## src/design/group_one_address_mode_unit_assert.svh

```systemverilog
// Assertion macros shared by the group one addressing unit.
`ifndef GROUP_ONE_ADDRESS_MODE_UNIT_ASSERT_SVH
`define GROUP_ONE_ADDRESS_MODE_UNIT_ASSERT_SVH

// Same-cycle implication, checked outside reset.
`define GOM_ASSERT_IMP(lbl, ante, cons, msg) \
    lbl: assert property (@(posedge i_clk) disable iff (!i_rst_n) (ante) |-> (cons)) \
        else $error(msg);

// Next-cycle implication, checked outside reset.
`define GOM_ASSERT_NEXT(lbl, ante, cons, msg) \
    lbl: assert property (@(posedge i_clk) disable iff (!i_rst_n) (ante) |=> (cons)) \
        else $error(msg);

`endif

```

## src/design/gom_pkg.sv

```systemverilog
// Types and constants shared by the group one addressing unit.
package gom_pkg;

    localparam int unsigned InTdataW  = 40;
    localparam int unsigned OutTdataW = 40;

    typedef enum logic [1:0] {
        KIND_READ    = 2'd0,
        KIND_DONE    = 2'd1,
        KIND_INVALID = 2'd2,
        KIND_NOT_G1  = 2'd3
    } t_kind;

    typedef enum logic {
        ACT_START = 1'b0,
        ACT_DATA  = 1'b1
    } t_action;

    localparam logic [1:0] GROUP_ONE_CC = 2'b01;
    localparam logic [2:0] MODE_ZP_X_IND = 3'd0;
    localparam logic [2:0] MODE_ZP       = 3'd1;
    localparam logic [2:0] MODE_IMM      = 3'd2;
    localparam logic [2:0] MODE_IND_Y    = 3'd4;
    localparam logic [2:0] MODE_ZP_X     = 3'd5;
    localparam logic [2:0] MODE_ABS_Y    = 3'd6;
    localparam logic [2:0] MODE_ABS_X    = 3'd7;

    typedef struct packed {
        t_action     action;
        logic [15:0] start_pc;
        logic [7:0]  x_index;
        logic [7:0]  y_index;
        logic [7:0]  read_data;
    } t_in_beat;

    typedef struct packed {
        t_kind       kind;
        logic [15:0] address;
        logic [15:0] next_pc;
        logic [2:0]  operation;
    } t_result;

endpackage

```

## src/design/gom_in_stage.sv

```systemverilog
// Input register that holds one accepted beat until the core takes it.
module gom_in_stage
    import gom_pkg::*;
(
    input  logic     i_clk,
    input  logic     i_rst_n,
    input  logic     i_valid,
    output logic     o_ready,
    input  t_in_beat i_beat,
    input  logic     i_take,
    output logic     o_valid,
    output t_in_beat o_beat
);

    logic     r_valid;
    t_in_beat r_beat;

    assign o_ready = !r_valid || i_take;
    assign o_valid = r_valid;
    assign o_beat  = r_beat;

    always_ff @(posedge i_clk) begin
        if (!i_rst_n) begin
            r_valid <= 1'b0;
        end else if (o_ready) begin
            r_valid <= i_valid;
        end
        if (o_ready && i_valid) begin
            r_beat <= i_beat;
        end
    end

endmodule

```

## src/design/gom_core.sv

```systemverilog
// Sequencer state and the one-step address calculation for each beat.
module gom_core
    import gom_pkg::*;
(
    input  logic     i_clk,
    input  logic     i_rst_n,
    input  logic     i_fire,
    input  t_in_beat i_beat,
    output logic     o_res_valid,
    output t_result  o_res,
    output logic     o_busy
);

    typedef enum logic [2:0] {
        PH_IDLE    = 3'd0,
        PH_OPCODE  = 3'd1,
        PH_OPER_LO = 3'd2,
        PH_OPER_HI = 3'd3,
        PH_PTR_LO  = 3'd4,
        PH_PTR_HI  = 3'd5
    } t_phase;

    t_phase      r_phase, n_phase;
    logic [15:0] r_pc, n_pc;
    logic [7:0]  r_x, n_x;
    logic [7:0]  r_y, n_y;
    logic [2:0]  r_mode, n_mode;
    logic [2:0]  r_op, n_op;
    logic [7:0]  r_zp, n_zp;
    logic [7:0]  r_lo, n_lo;

    logic [15:0] pc_inc;
    logic [15:0] word;
    logic [7:0]  data;

    assign data   = i_beat.read_data;
    assign pc_inc = r_pc + 16'd1;
    assign word   = {data, r_lo};
    assign o_busy = (r_phase != PH_IDLE);

    always_comb begin
        n_phase = r_phase;
        n_pc    = r_pc;
        n_x     = r_x;
        n_y     = r_y;
        n_mode  = r_mode;
        n_op    = r_op;
        n_zp    = r_zp;
        n_lo    = r_lo;
        o_res_valid = 1'b1;
        o_res.kind      = KIND_READ;
        o_res.address   = r_pc;
        o_res.next_pc   = r_pc;
        o_res.operation = r_op;

        if (i_beat.action == ACT_START) begin
            n_phase = PH_OPCODE;
            n_pc    = i_beat.start_pc;
            n_x     = i_beat.x_index;
            n_y     = i_beat.y_index;
            n_mode  = 3'd0;
            n_op    = 3'd0;
            n_zp    = 8'd0;
            n_lo    = 8'd0;
            o_res.address   = i_beat.start_pc;
            o_res.next_pc   = i_beat.start_pc;
            o_res.operation = 3'd0;
        end else begin
            unique case (r_phase)
                PH_OPCODE: begin
                    n_pc = pc_inc;
                    o_res.next_pc = pc_inc;
                    if (data == 8'd0) begin
                        n_phase = PH_IDLE;
                        o_res.kind      = KIND_INVALID;
                        o_res.operation = 3'd0;
                    end else begin
                        n_op   = data[7:5];
                        n_mode = data[4:2];
                        o_res.operation = data[7:5];
                        if (data[1:0] != GROUP_ONE_CC) begin
                            n_phase = PH_IDLE;
                            o_res.kind = KIND_NOT_G1;
                        end else if (data[4:2] == MODE_IMM) begin
                            // The immediate byte itself is the operand address.
                            n_phase = PH_IDLE;
                            n_pc    = pc_inc + 16'd1;
                            o_res.kind    = KIND_DONE;
                            o_res.address = pc_inc;
                            o_res.next_pc = pc_inc + 16'd1;
                        end else begin
                            n_phase = PH_OPER_LO;
                            o_res.address = pc_inc;
                        end
                    end
                end
                PH_OPER_LO: begin
                    n_pc = pc_inc;
                    o_res.next_pc = pc_inc;
                    unique case (r_mode)
                        MODE_ZP_X_IND: begin
                            n_zp    = data + r_x;
                            n_phase = PH_PTR_LO;
                            o_res.address = {8'd0, data + r_x};
                        end
                        MODE_IND_Y: begin
                            n_zp    = data;
                            n_phase = PH_PTR_LO;
                            o_res.address = {8'd0, data};
                        end
                        MODE_ZP: begin
                            n_phase = PH_IDLE;
                            o_res.kind    = KIND_DONE;
                            o_res.address = {8'd0, data};
                        end
                        MODE_ZP_X: begin
                            n_phase = PH_IDLE;
                            o_res.kind    = KIND_DONE;
                            o_res.address = {8'd0, data + r_x};
                        end
                        default: begin
                            n_lo    = data;
                            n_phase = PH_OPER_HI;
                            o_res.address = pc_inc;
                        end
                    endcase
                end
                PH_OPER_HI: begin
                    n_pc    = pc_inc;
                    n_phase = PH_IDLE;
                    o_res.kind    = KIND_DONE;
                    o_res.next_pc = pc_inc;
                    if (r_mode == MODE_ABS_Y) begin
                        o_res.address = word + {8'd0, r_y};
                    end else if (r_mode == MODE_ABS_X) begin
                        o_res.address = word + {8'd0, r_x};
                    end else begin
                        o_res.address = word;
                    end
                end
                PH_PTR_LO: begin
                    // The pointer high byte stays inside page zero.
                    n_lo    = data;
                    n_phase = PH_PTR_HI;
                    o_res.address = {8'd0, r_zp + 8'd1};
                end
                PH_PTR_HI: begin
                    n_phase = PH_IDLE;
                    o_res.kind = KIND_DONE;
                    if (r_mode == MODE_IND_Y) begin
                        o_res.address = word + {8'd0, r_y};
                    end else begin
                        o_res.address = word;
                    end
                end
                default: begin
                    // Read data with no instruction in flight is dropped.
                    n_phase = PH_IDLE;
                    o_res_valid = 1'b0;
                end
            endcase
        end
    end

    always_ff @(posedge i_clk) begin
        if (!i_rst_n) begin
            r_phase <= PH_IDLE;
            r_pc    <= 16'd0;
            r_x     <= 8'd0;
            r_y     <= 8'd0;
            r_mode  <= 3'd0;
            r_op    <= 3'd0;
            r_zp    <= 8'd0;
            r_lo    <= 8'd0;
        end else if (i_fire) begin
            r_phase <= n_phase;
            r_pc    <= n_pc;
            r_x     <= n_x;
            r_y     <= n_y;
            r_mode  <= n_mode;
            r_op    <= n_op;
            r_zp    <= n_zp;
            r_lo    <= n_lo;
        end
    end

endmodule

```

## src/design/gom_out_stage.sv

```systemverilog
// Result register that holds one result beat until the sink takes it.
module gom_out_stage
    import gom_pkg::*;
(
    input  logic    i_clk,
    input  logic    i_rst_n,
    input  logic    i_load,
    input  t_result i_res,
    output logic    o_free,
    output logic    o_valid,
    input  logic    i_ready,
    output t_result o_res
);

    logic    r_valid;
    t_result r_res;

    assign o_free  = !r_valid || i_ready;
    assign o_valid = r_valid;
    assign o_res   = r_res;

    always_ff @(posedge i_clk) begin
        if (!i_rst_n) begin
            r_valid <= 1'b0;
        end else if (o_free) begin
            r_valid <= i_load;
        end
        if (o_free && i_load) begin
            r_res <= i_res;
        end
    end

endmodule

```

## src/design/group_one_address_mode_unit.sv

```systemverilog
// Top level of the group one addressing unit: ports, stages and checks.
//
//  Channel   Dir  Handshake                    Payload
//  s_axis    in   s_axis_tvalid/s_axis_tready  tuser: action; tdata: pc, x, y, read data
//  m_axis    out  m_axis_tvalid/m_axis_tready  tuser: kind; tdata: address, next pc, aaa
//
// One beat a cycle is accepted when the sink keeps up. The core works on a beat
// while it sits in the input register, and any result it yields is loaded into the
// output register when the beat is taken, so the sink takes it from that register.
// The core state update loops from the core registers back to them through combinational logic.
// Reset is synchronous and active low; it empties both registers and idles the core.
// A stalled sink holds the result register, and the input side stalls behind it.
module group_one_address_mode_unit
    import gom_pkg::*;
(
    input  logic                 i_clk,
    input  logic                 i_rst_n,
    input  logic                 s_axis_tvalid,
    output logic                 s_axis_tready,
    input  logic [InTdataW-1:0]  s_axis_tdata,   // start_pc, x_index, y_index, read_data
    input  logic                 s_axis_tuser,   // action
    output logic                 m_axis_tvalid,
    input  logic                 m_axis_tready,
    output logic [OutTdataW-1:0] m_axis_tdata,   // address, next_pc, operation, zero fill
    output logic [1:0]           m_axis_tuser    // kind
);

    t_in_beat in_beat;
    t_in_beat core_beat;
    t_result  core_res;
    t_result  out_res;
    logic     core_valid;
    logic     res_valid;
    logic     out_free;
    logic     fire;
    logic     busy;

    assign in_beat.action    = t_action'(s_axis_tuser);
    assign in_beat.start_pc  = s_axis_tdata[15:0];
    assign in_beat.x_index   = s_axis_tdata[23:16];
    assign in_beat.y_index   = s_axis_tdata[31:24];
    assign in_beat.read_data = s_axis_tdata[39:32];

    assign fire = core_valid && out_free;

    gom_in_stage u_in (
        .i_clk   (i_clk),
        .i_rst_n (i_rst_n),
        .i_valid (s_axis_tvalid),
        .o_ready (s_axis_tready),
        .i_beat  (in_beat),
        .i_take  (fire),
        .o_valid (core_valid),
        .o_beat  (core_beat)
    );

    gom_core u_core (
        .i_clk       (i_clk),
        .i_rst_n     (i_rst_n),
        .i_fire      (fire),
        .i_beat      (core_beat),
        .o_res_valid (res_valid),
        .o_res       (core_res),
        .o_busy      (busy)
    );

    gom_out_stage u_out (
        .i_clk   (i_clk),
        .i_rst_n (i_rst_n),
        .i_load  (fire && res_valid),
        .i_res   (core_res),
        .o_free  (out_free),
        .o_valid (m_axis_tvalid),
        .i_ready (m_axis_tready),
        .o_res   (out_res)
    );

    assign m_axis_tuser = out_res.kind;
    assign m_axis_tdata = {5'd0, out_res.operation, out_res.next_pc, out_res.address};

`include "group_one_address_mode_unit_assert.svh"

    `GOM_ASSERT_IMP(a_idle_data_dropped, fire && core_beat.action == ACT_DATA && !busy, !res_valid, "read data while idle produced a result")
    `GOM_ASSERT_NEXT(a_final_idles, fire && res_valid && core_res.kind != KIND_READ, !busy, "core still busy after a final result")
    `GOM_ASSERT_IMP(a_reject_pc, m_axis_tvalid && (out_res.kind == KIND_INVALID || out_res.kind == KIND_NOT_G1), out_res.next_pc == out_res.address + 16'd1, "rejected opcode result has wrong next pc")
    `GOM_ASSERT_IMP(a_invalid_op, m_axis_tvalid && out_res.kind == KIND_INVALID, out_res.operation == 3'd0, "invalid opcode result carries an operation")

endmodule
```

## config.mk

```make
export PLATFORM = sky130hd
export DESIGN_NAME = group_one_address_mode_unit
export DESIGN_NICKNAME = d
export VERILOG_FILES = /design/src/design/gom_pkg.sv /design/src/design/gom_in_stage.sv /design/src/design/gom_core.sv /design/src/design/gom_out_stage.sv /design/src/design/group_one_address_mode_unit.sv
export VERILOG_INCLUDE_DIRS = /design/src /design/src/design
export SDC_FILE = /design/constraint.sdc
export NUM_CORES = 1
export LEC_CHECK = 0
export ABC_AREA = 1
export BUFFER_PORTS_ARGS = -buffer_cell sky130_fd_sc_hd__buf_2
export CAP_MARGIN = 20
export CORE_ASPECT_RATIO = 1.25
export CORE_MARGIN = 5
export CORE_UTILIZATION = 50
export DETAILED_ROUTE_END_ITERATION = 8
export GPL_ROUTABILITY_DRIVEN = 0
export GPL_TIMING_DRIVEN = 0
export HOLD_SLACK_MARGIN = 0.03
export PLACE_DENSITY = 0.69
export SLEW_MARGIN = 25
export SYNTH_ARGS = -nofsm -noshare
export SYNTH_HDL_FRONTEND = slang
export SYNTH_SLANG_ARGS = --single-unit
```

## constraint.sdc

```tcl
create_clock -name i_clk -period 11 [get_ports i_clk]
set_clock_uncertainty 0.1 [all_clocks]
set_input_delay 2.2 -clock i_clk [delete_from_list [all_inputs] [get_ports i_clk]]
set_output_delay 2.2 -clock i_clk [all_outputs]
set_load 0.01 [all_outputs]
```

==> flow_results.org, run 1 <==
** Setup path
- R2r setup slk :: 7810 ps
- The endpoint identified for the worst register-to-register timing path is u_out.o_res[31]$_DFFE_PP_.
- The worst register-to-register path begins at u_core.r_lo[0]$_SDFFE_PN0P_.
- At the worst endpoint, the required time is 8700 ps.
- At the worst endpoint, the arrival time is 2610 ps.
- Worst setup path startpoint :: m_axis_tready
- Counting cells, the worst reg-to-reg path comes to 15.
- Highest fanout seen on the critical path :: 3
- The worst setup path is of the in -> out kind.
- The worst setup path is launched from a primary input.
- The worst setup path is captured at an output port.

** Timing
- Setup repair after global routing left no endpoint under its margin.
- The total count of hold-check failures in the final report came to 0.
- Final setup violation count :: 0
- Achievable clock frequency :: 0.2038 GHz
- Dividing the final minimum period by the clock period gives 0.4460.
- For the final routed database, the setup TNS stands at 0 ps.
- For the pin with the worst max-slew slack, the measured transition is 896.9 ps.
- Worst Hold Margin :: 369.1 ps
- The clock period could shrink to 4906 ps.
- The count of pins over their slew limit is 0.
- Slew margin rel. :: 0.3981
- In the post-route analysis, the smallest setup slack over all paths is 6094 ps.

** Clock tree
- Hold buffer count at CTS :: 0
- TritonCTS built the clock tree.
- Gates resized during post-CTS repair numbered 0.
- CTS built an H-tree with a depth of 4.
- TritonCTS Buffers :: 17
- Clock tree buffer depth :: 2
- Number of clock sinks seen by CTS :: 137
- Cell at the root of the clock tree :: sky130_fd_sc_hd__clkbuf_16
- At the later pin of the worst-skew pair, clock insertion delay measures 440 ps.
- Post-CTS repair timing setup buffer count :: 0
- Clk slew on worst S/H paths :: 60 ps

** Floorplanning
- The die is 159.5 um tall.
- Horiz. Die Dim :: 129.6 um
- Area inside the core boundary :: 17500 um^2
- I/O pin count :: 89
- The floorplan step defined a die boundary enclosing 20680 um^2.
- Initial cell density of the core :: 0.5111
- Std-Cell Rows :: 54

** Final layout
- Compared with the post-synthesis result, the final layout area differs by 14.56%.
- The final layout contains 1406 nets.
- Share of cells above drive strength 1 :: 0.1316
- Count of placed standard cells in the final layout, fillers left out :: 1569
- Measured on the finished design, the core utilization comes to 0.5855.
- Number of antenna cells inserted :: 0
- Final std cell area, no fill :: 10250 um^2

** Drt
- WL per Instance :: 18.57 um
- The detailed router finished its first iteration with 1138 violations.
- Post-route antenna net violation count :: 0
- After detailed routing, the number of vias per cell comes to 5.836.
- After detailed routing, the total wire length is 29.14 mm.
- Number of search-and-repair iterations in the first detailed-routing pass :: 6
- In the routed design, unresolved DRC markers number 0.
- Via Count :: 9157

** Placement
- The HPWL after detailed placement is 22.20 mm.
- Count of buffers inserted at the top-level ports :: 83
- Post-placement cell count :: 1537
- Before CTS, the worst setup slack after placement is 6084 ps.
- After detailed placement, the total cell area comes to 9713 um^2.

** Synth
- Synthesized area :: 8944 um^2
- Each instance of the synthesized netlist takes up on average 7.307 um^2.
- Flip-flop and latch count after synthesis :: 137
- During synthesis, Yosys emitted a total of 0 warnings.
- The share of the Yosys chip area taken by registers is 0.3940.
- After synthesis, the share of flip-flops with an asynchronous set or reset is 0.
- For this run, the leading register cell type out of synthesis is sky130_fd_sc_hd__edfxtp_1.
- Synthesis produced a netlist whose cell count is 1224.
- Count of flip-flops with a built-in enable after synthesis :: 78
- Count of distinct cell types in the synthesized netlist :: 46

** Global routing
- Number of global-route vias before repair :: 8476
- Global-route total usage across every layer :: 0.2810
- Busiest layer in global routing :: met2
- The first global-routing pass estimated 45.13 mm of wire.
- Summed over all layers, the global routing overflow is 0.
- The number of antenna violations at the first check in global routing came to 0.
- Met3 track demand over resource :: 0.05470
- For met2 alone, demand over resource in global routing was 0.4664.
- In the global route stage, met1 resource usage came out at 0.3329.
- Pin count of the biggest net entering global routing :: 30

** Hold path
- The path class of the tightest hold or removal check is reg -> reg.
- For hold timing, the worst endpoint is u_core.r_zp[4]$_SDFFE_PN0P_.
- Startpoint of the most critical hold path :: u_core.r_zp[4]$_SDFFE_PN0P_
- Worst hold path cell count :: 2

** Pwr
- The analysis attributes to cell leakage a power of 4.367 nW.
- In this run the power density over the cells is 126.0 nW/um^2.
- The design draws 1.291 mW.
- IR analysis of the VDD net gives a maximum drop of 0.1163 mV.

** Outcome
- The run finished with clean final reports.

** Run
- The tool flagged a number of max-cap violations equal to 0.
## sequential cells by signal (all words and copies together) (netlist names)
signal,count
u_in.o_beat,41
u_core.r_pc,16
u_out.o_valid,1
u_core.r_lo,8
u_out.o_res,37
u_core.r_zp,8
u_core.r_y,8
u_in.o_valid,1
u_core.r_x,8
u_core.r_phase,3
u_core.r_mode,3
u_core.r_op,3
## synth_stat cells, types with 4 or more instances
library cell                count  area [um^2]
sky130_fd_sc_hd__nand2_1      345         1295
sky130_fd_sc_hd__inv_1        112        420.4
sky130_fd_sc_hd__a21oi_1      107        535.5
sky130_fd_sc_hd__nand3_1      104        520.5
sky130_fd_sc_hd__o21ai_0       86        430.4
sky130_fd_sc_hd__nor2_1        81        304.0
sky130_fd_sc_hd__edfxtp_1      78         2342
sky130_fd_sc_hd__dfxtp_1       59         1181
sky130_fd_sc_hd__clkbuf_1      32        120.1
sky130_fd_sc_hd__ha_1          26        325.3
sky130_fd_sc_hd__o211ai_1      26        195.2
sky130_fd_sc_hd__xor2_1        15        131.4
sky130_fd_sc_hd__nand4_1       14        87.58
sky130_fd_sc_hd__nor2_2        11        68.82
sky130_fd_sc_hd__a31oi_1       10        62.56
sky130_fd_sc_hd__o221ai_1       9        78.83
sky130_fd_sc_hd__nand2_2        8        50.05
sky130_fd_sc_hd__o2111ai_1      8        70.07
sky130_fd_sc_hd__buf_2          7        35.03
sky130_fd_sc_hd__o22ai_1        7        43.79
sky130_fd_sc_hd__buf_4          6        45.04
sky130_fd_sc_hd__inv_2          6        22.52
sky130_fd_sc_hd__o21ai_1        6        30.03
sky130_fd_sc_hd__xnor2_1        6        52.55
sky130_fd_sc_hd__nor2_4         5        56.30
sky130_fd_sc_hd__a21oi_2        4        35.03
sky130_fd_sc_hd__buf_1          4        15.01
sky130_fd_sc_hd__nand3_2        4        40.04
sky130_fd_sc_hd__nor3_1         4        20.02
## routing by layer
metal / vias to the layer above / routed length, um
met4: 0 / 1790
met1: 4141 / 10910
met5: - / 0
li1: 4385 / -
met2: 510 / 13970
met3: 121 / 2468
## how the worst max path moves through the flow
stage | end
global placement | u_out.o_res[36]$_SDFFCE_PN0P_
finish | s_axis_tready
detailed placement | s_axis_tready
global route | s_axis_tready
CTS | s_axis_tready
floorplan | u_out.o_res[0]$_SDFFCE_PN0P_
## power by group
group / internal [mW] / total, mW / switching, mW / leakage, nW
Clock: 0.300 / 0.529 / 0.229 / 0.269
Combinational: 0.0542 / 0.174 / 0.120 / 2.87
Sequential: 0.570 / 0.588 / 0.0185 / 1.23
## logic make-up (layout without fill, tap and decap cells)
| family | count (synthesis) | after routing | share of synthesized area |
|---|---|---|---|
| fa+ha+maj | 29 | 29 | 0.04309 |
| flops | 137 | 137 | 0.3940 |
| other cells | 1 | 5 | 0.0004193 |
| buf+inv | 170 | 287 | 0.07484 |
| compound gates | 276 | 276 | 0.1770 |
| simple gates | 588 | 588 | 0.2865 |
| xor+xnor | 23 | 23 | 0.02420 |
## layout by cell type, fill, tap and decap left out, types with 4 or more instances in the layout
cell / Yosys / final
sky130_fd_sc_hd__nand4_1: 14 / 14
sky130_fd_sc_hd__nand2_2: 8 / 8
sky130_fd_sc_hd__nor2_2: 11 / 11
sky130_fd_sc_hd__nor2_4: 5 / 5
sky130_fd_sc_hd__o211ai_1: 26 / 26
sky130_fd_sc_hd__o221ai_1: 9 / 9
sky130_fd_sc_hd__dfxtp_1: 59 / 59
sky130_fd_sc_hd__nand3_2: 4 / 4
sky130_fd_sc_hd__a21oi_2: 4 / 4
sky130_fd_sc_hd__o22ai_1: 7 / 7
sky130_fd_sc_hd__conb_1: 1 / 5
sky130_fd_sc_hd__inv_2: 6 / 7
sky130_fd_sc_hd__nor3_1: 4 / 4
sky130_fd_sc_hd__o2111ai_1: 8 / 8
sky130_fd_sc_hd__inv_1: 112 / 111
sky130_fd_sc_hd__nand2_1: 345 / 345
sky130_fd_sc_hd__nor2_1: 81 / 81
sky130_fd_sc_hd__buf_2: 7 / 90
sky130_fd_sc_hd__clkbuf_16: 0 / 17
sky130_fd_sc_hd__clkbuf_1: 32 / 35
sky130_fd_sc_hd__buf_1: 4 / 4
sky130_fd_sc_hd__ha_1: 26 / 26
sky130_fd_sc_hd__nand3_1: 104 / 104
sky130_fd_sc_hd__edfxtp_1: 78 / 78
sky130_fd_sc_hd__a21oi_1: 107 / 107
sky130_fd_sc_hd__xnor2_1: 6 / 6
sky130_fd_sc_hd__o21ai_1: 6 / 6
sky130_fd_sc_hd__o21ai_0: 86 / 85
sky130_fd_sc_hd__a31oi_1: 10 / 10
sky130_fd_sc_hd__xor2_1: 15 / 15
sky130_fd_sc_hd__buf_4: 6 / 6
## worst max-delay path: stages
cell and delay (ps):
sky130_fd_sc_hd__buf_2 100, sky130_fd_sc_hd__inv_1 50, sky130_fd_sc_hd__nand3_1 100, sky130_fd_sc_hd__buf_2 160
## area by class of cell
type / count / area [um^2]
fill: 1667 / 7253
tap: 224 / 280.3
timing repair buffer: 85 / 462.9
clock buffer: 22 / 464.2
multi-input combinational: 921 / 4777
inverter: 121 / 454.2
clock inverter: 10 / 68.82
buffer: 49 / 215.2
sequential: 137 / 3523
Power figures use the tool's default switching activity.
==> run 2: changes to the inputs <==
--- a/config.mk
+++ b/config.mk
@@ -6,7 +6,7 @@
 export SDC_FILE = /design/constraint.sdc
 export NUM_CORES = 1
 export LEC_CHECK = 0
-export ABC_AREA = 1
+export ABC_AREA = 0
 export BUFFER_PORTS_ARGS = -buffer_cell sky130_fd_sc_hd__buf_2
 export CAP_MARGIN = 20
 export CORE_ASPECT_RATIO = 1.25
==> constraint.sdc (replaced) <==
create_clock -name i_clk -period 5.1 [get_ports i_clk]
set_clock_uncertainty 0.1 [all_clocks]
set_input_delay 1.02 -clock i_clk [delete_from_list [all_inputs] [get_ports i_clk]]
set_output_delay 1.02 -clock i_clk [all_outputs]
set_load 0.01 [all_outputs]
==> run 2 against run 1 <==
Count of clock-buffer cells in the layout decreased by 5. Critical path type is now reg -> reg. Largest cell class unchanged. Highest routed layer unchanged. Clock power increased by 120%. Sequential share of layout area decreased by 0.57 points.
==> flow_results.org, run 2 <==
** Setup path
- Arrival time worst endpoint :: 4130 ps
- By startpoint and endpoint, the worst setup path is classified as reg -> reg.
- STA classifies the critical path startpoint as a register.
- Worst setup path startpoint :: u_core.r_pc[0]$_SDFFE_PN0P_
- WP data required :: 5180 ps
- For this run, the slowest stage of the critical path takes 860 ps.
- Slowest cell on crit path :: sky130_fd_sc_hd__nor3_1
- Endpoint type of the worst setup path :: register
- In this run the worst path has a maximum fanout of 10.
- Cells along the critical path :: buf_2, inv_1, ha_1, nand4bb_1, nor4_1, nand3_1, nor3_1, nor4b_1, mux2i_1, nand2_1
- The startpoint identified for the worst register-to-register timing path is u_core.r_pc[0]$_SDFFE_PN0P_.

** Global routing
- Total global routing overflow :: 0
- The via count of the first global-routing pass is 8736.
- Across every metal layer, demand over resource in global routing totals 0.3028.
- The first global-routing pass estimated 48.90 mm of wire.
- Pin count of the biggest net entering global routing :: 38
- The number of antenna violations at the first check in global routing came to 0.

** Pwr
- Leak Pwr :: 3.659 nW
- For this design the ratio of total power to cell area is 263.2 nW/um^2.
- VDD IR-drop max :: 0.1763 mV
- After layout, the design draws a total of 2.742 mW.

** Clock tree
- Once the clock tree was built, the resizer swapped 0 gates to a different size.
- At the later pin of the worst-skew pair, clock insertion delay measures 440 ps.
- The clock net in this run drives a total of 137 sinks.
- Depth of the CTS H-tree :: 4
- TritonCTS Buffers :: 17
- Post-CTS timing repair inserted 0 buffers for setup.
- TritonCTS built the clock tree.
- After clock tree synthesis, the clock-pin slew on the worst setup and hold paths is 60 ps.
- For this design, the CTS-stage hold fixing added 0 buffers.
- Counting along the longest clock path gives a buffer depth of 2.
- The root buffer cell chosen for the clock tree is sky130_fd_sc_hd__clkbuf_16.

** Synth
- In the synthesized netlist, the cells that appear most often are sky130_fd_sc_hd__nand2_1 (137), sky130_fd_sc_hd__a21oi_1 (84), sky130_fd_sc_hd__edfxtp_1 (78), sky130_fd_sc_hd__nor2_1 (78), sky130_fd_sc_hd__o21ai_0 (76).
- The most used flip-flop cell after synthesis is sky130_fd_sc_hd__edfxtp_1.
- Portion of synthesized cell area occupied by the leading cell type :: 0.2562
- Synthesized area per cell :: 8.511 um^2
- Count of flip-flops with a built-in enable after synthesis :: 78
- Among all cell types in the netlist, the one instantiated most often is sky130_fd_sc_hd__nand2_1.
- Count of distinct cell types in the synthesized netlist :: 76
- Yosys printed 0 warnings.
- Synthesized area :: 9141 um^2
- Counting flops with an async set or reset pin after synthesis yields a share of 0.
- The synthesized design contains 137 register bits.
- The share of the Yosys chip area taken by registers is 0.3854.
- Gate count after technology mapping :: 1074
- Cell type with the highest aggregate area in the netlist :: sky130_fd_sc_hd__edfxtp_1
- Cells taking the most area after synthesis :: sky130_fd_sc_hd__edfxtp_1 (26%), sky130_fd_sc_hd__dfxtp_1 (13%), sky130_fd_sc_hd__nand2_1 (5.6%)

** Timing
- Number of endpoints with negative hold slack in the final report :: 0
- Worst Hold Margin :: 366.3 ps
- Tcrit/Tclk final :: 0.7952
- Final setup violation count :: 0
- The count of pins over their slew limit came to 0.
- After layout, the minimum clock period comes to 4056 ps.
- Achievable clock frequency :: 0.2466 GHz
- At the pin with the least slew margin, the transition time is 1161 ps.
- Setup Total Neg Slack :: 0 ps
- Setup repair after global routing left no endpoint under its margin.
- In this run the tightest slew margin relative to its limit is 0.2241.

** Final layout
- Footprint of the multi-input gates :: 5209 um^2
- The register with the most flip-flops in the layout has 41 of them.
- Most common library cell in the layout ignoring fill and taps :: sky130_fd_sc_hd__nand2_1
- Compared with the post-synthesis result, the final layout area differs by 13.97%.
- After filler insertion, the fill cell instance count of the layout stands at 1717.
- In the final layout, flip-flops and latches occupy 3523 um^2.
- After the last flow step, the layout net total stands at 1255.
- For this run, the number of standard cells in the final layout without fillers is 1423.
- Share of cells above drive strength 1 :: 0.1248
- In the layout the commonest cells are sky130_fd_sc_hd__nand2_1 (137), sky130_fd_sc_hd__buf_2 (94), sky130_fd_sc_hd__a21oi_1 (84).

** Run
- Number of violations of the max-capacitance limit :: 0

** Floorplanning
- Measured along the x axis, the die boundary spans 130.9 um.
- Die boundary height :: 161.2 um
- The initialized floorplan defines 55 standard-cell rows.
- 89 I/O pins were placed.
- The floorplan step defined a die boundary enclosing 21100 um^2.
- The initial utilization of the core area, before any placement, comes to 0.5070.
- Area inside the core boundary :: 18030 um^2

** Placement
- Post-placement cell count :: 1390
- The wire-length estimate of the detail-placed layout is 23.31 mm.
- Count of buffers inserted at the top-level ports :: 83

** Hold path
- The worst hold path begins at u_core.r_y[7]$_SDFFE_PN0P_.
- The worst hold path belongs to the class reg -> reg.

** Drt
- Violation count after the first detailed-route iteration :: 1747
- Overall routed net length :: 31.89 mm
- The pre-antenna-repair detailed-routing pass consisted of 6 iterations.
- Via Count :: 9326
- In the routed design, unresolved DRC markers number 0.
- The detail route stage leaves a number of antenna-violating nets equal to 0.
- Routed vias/inst :: 6.554
- WL per Instance :: 22.41 um

** Outcome
- Run status :: completed
-- run 2: cell types whose count changed after synthesis, moves of 15 or more --
| cell | change |
|---|---|
| sky130_fd_sc_hd__nand2_1 | -208 |
| sky130_fd_sc_hd__nand3_1 | -70 |
| sky130_fd_sc_hd__nor3_1 | +15 |
| sky130_fd_sc_hd__nor2b_1 | +35 |
| sky130_fd_sc_hd__a21oi_1 | -23 |
| sky130_fd_sc_hd__inv_1 | -89 |
| sky130_fd_sc_hd__a22oi_1 | +16 |
| sky130_fd_sc_hd__clkbuf_1 | +25 |
| sky130_fd_sc_hd__xor2_1 | +15 |
| sky130_fd_sc_hd__xnor2_1 | +29 |
-- run 2: cells by family after synthesis --
logic type      after synthesis  share of synthesized area
mux                          13                    0.01423
other cells                   1                  0.0004102
xor+xnor                     65                    0.06228
flops                       137                     0.3854
buf+inv                     102                    0.04667
compound gates              331                     0.2335
fa+ha+maj                    29                    0.04216
simple gates                396                     0.2153
-- run 2: metrics by stage --
stage | area, um^2 | worst slack, ps | util
after detailed placement | 9879 | 1270 | 0.5480
after global placement | 9857 | 1241 | 0.5467
after global routing | 10420 | 962.5 | 0.5777
after CTS | 10420 | 1255 | 0.5777
after floorplan | 9156 | 2161 | -
final | 10420 | 1044 | 0.5779
-- run 2: per-layer routing --
metal | part of all wire | vias to the layer above | track usage
li1 | - | 4165 | -
met1 | 0.37 | 4318 | 0.3741
met2 | 0.46 | 664 | 0.4780
met3 | 0.099 | 179 | 0.06219
met4 | 0.073 | 0 | 0.1871
met5 | 0 | - | 0
-- run 2: cell type report --
cell class / count / share of cell area
tap: 228 / 0.02738
clock buffer: 17 / 0.04083
antenna: 1 / 0.0002402
timing repair buffer: 84 / 0.04179
sequential: 137 / 0.3382
clock inverter: 15 / 0.01069
multi-input combinational: 839 / 0.4999
inverter: 23 / 0.008286
buffer: 79 / 0.03266
-- run 2: power by group --
group | switching [mW] | leakage [nW] | total [mW] | internal, mW
registers | 0.0294 | 1.22 | 1.25 | 1.22
logic | 0.225 | 2.18 | 0.334 | 0.110
clock network | 0.501 | 0.262 | 1.16 | 0.659
total | 0.755 | 3.66 | 2.74 | 1.99
-- run 2: critical path: cells and delay by family (launching register included) --
family | cells | cell delay, ps
adder cells (fa/ha/maj) | 1 | 420
AND/OR/NAND/NOR | 6 | 2150
flip-flops | 1 | 470
buffers and inverters | 2 | 420
multiplexers | 1 | 230
-- run 2: path summary, 6_finish.rpt --
kind                                     end  depth (start not counted)  slack [ps]
setup / recovery   u_out.o_res[18]$_DFFE_PP_                         10        1040
hold / removal    u_core.r_y[7]$_SDFFE_PN0P_                          2         370
setup reg to reg   u_out.o_res[18]$_DFFE_PP_                         10        1040
hold reg to reg   u_core.r_y[7]$_SDFFE_PN0P_                          2         370
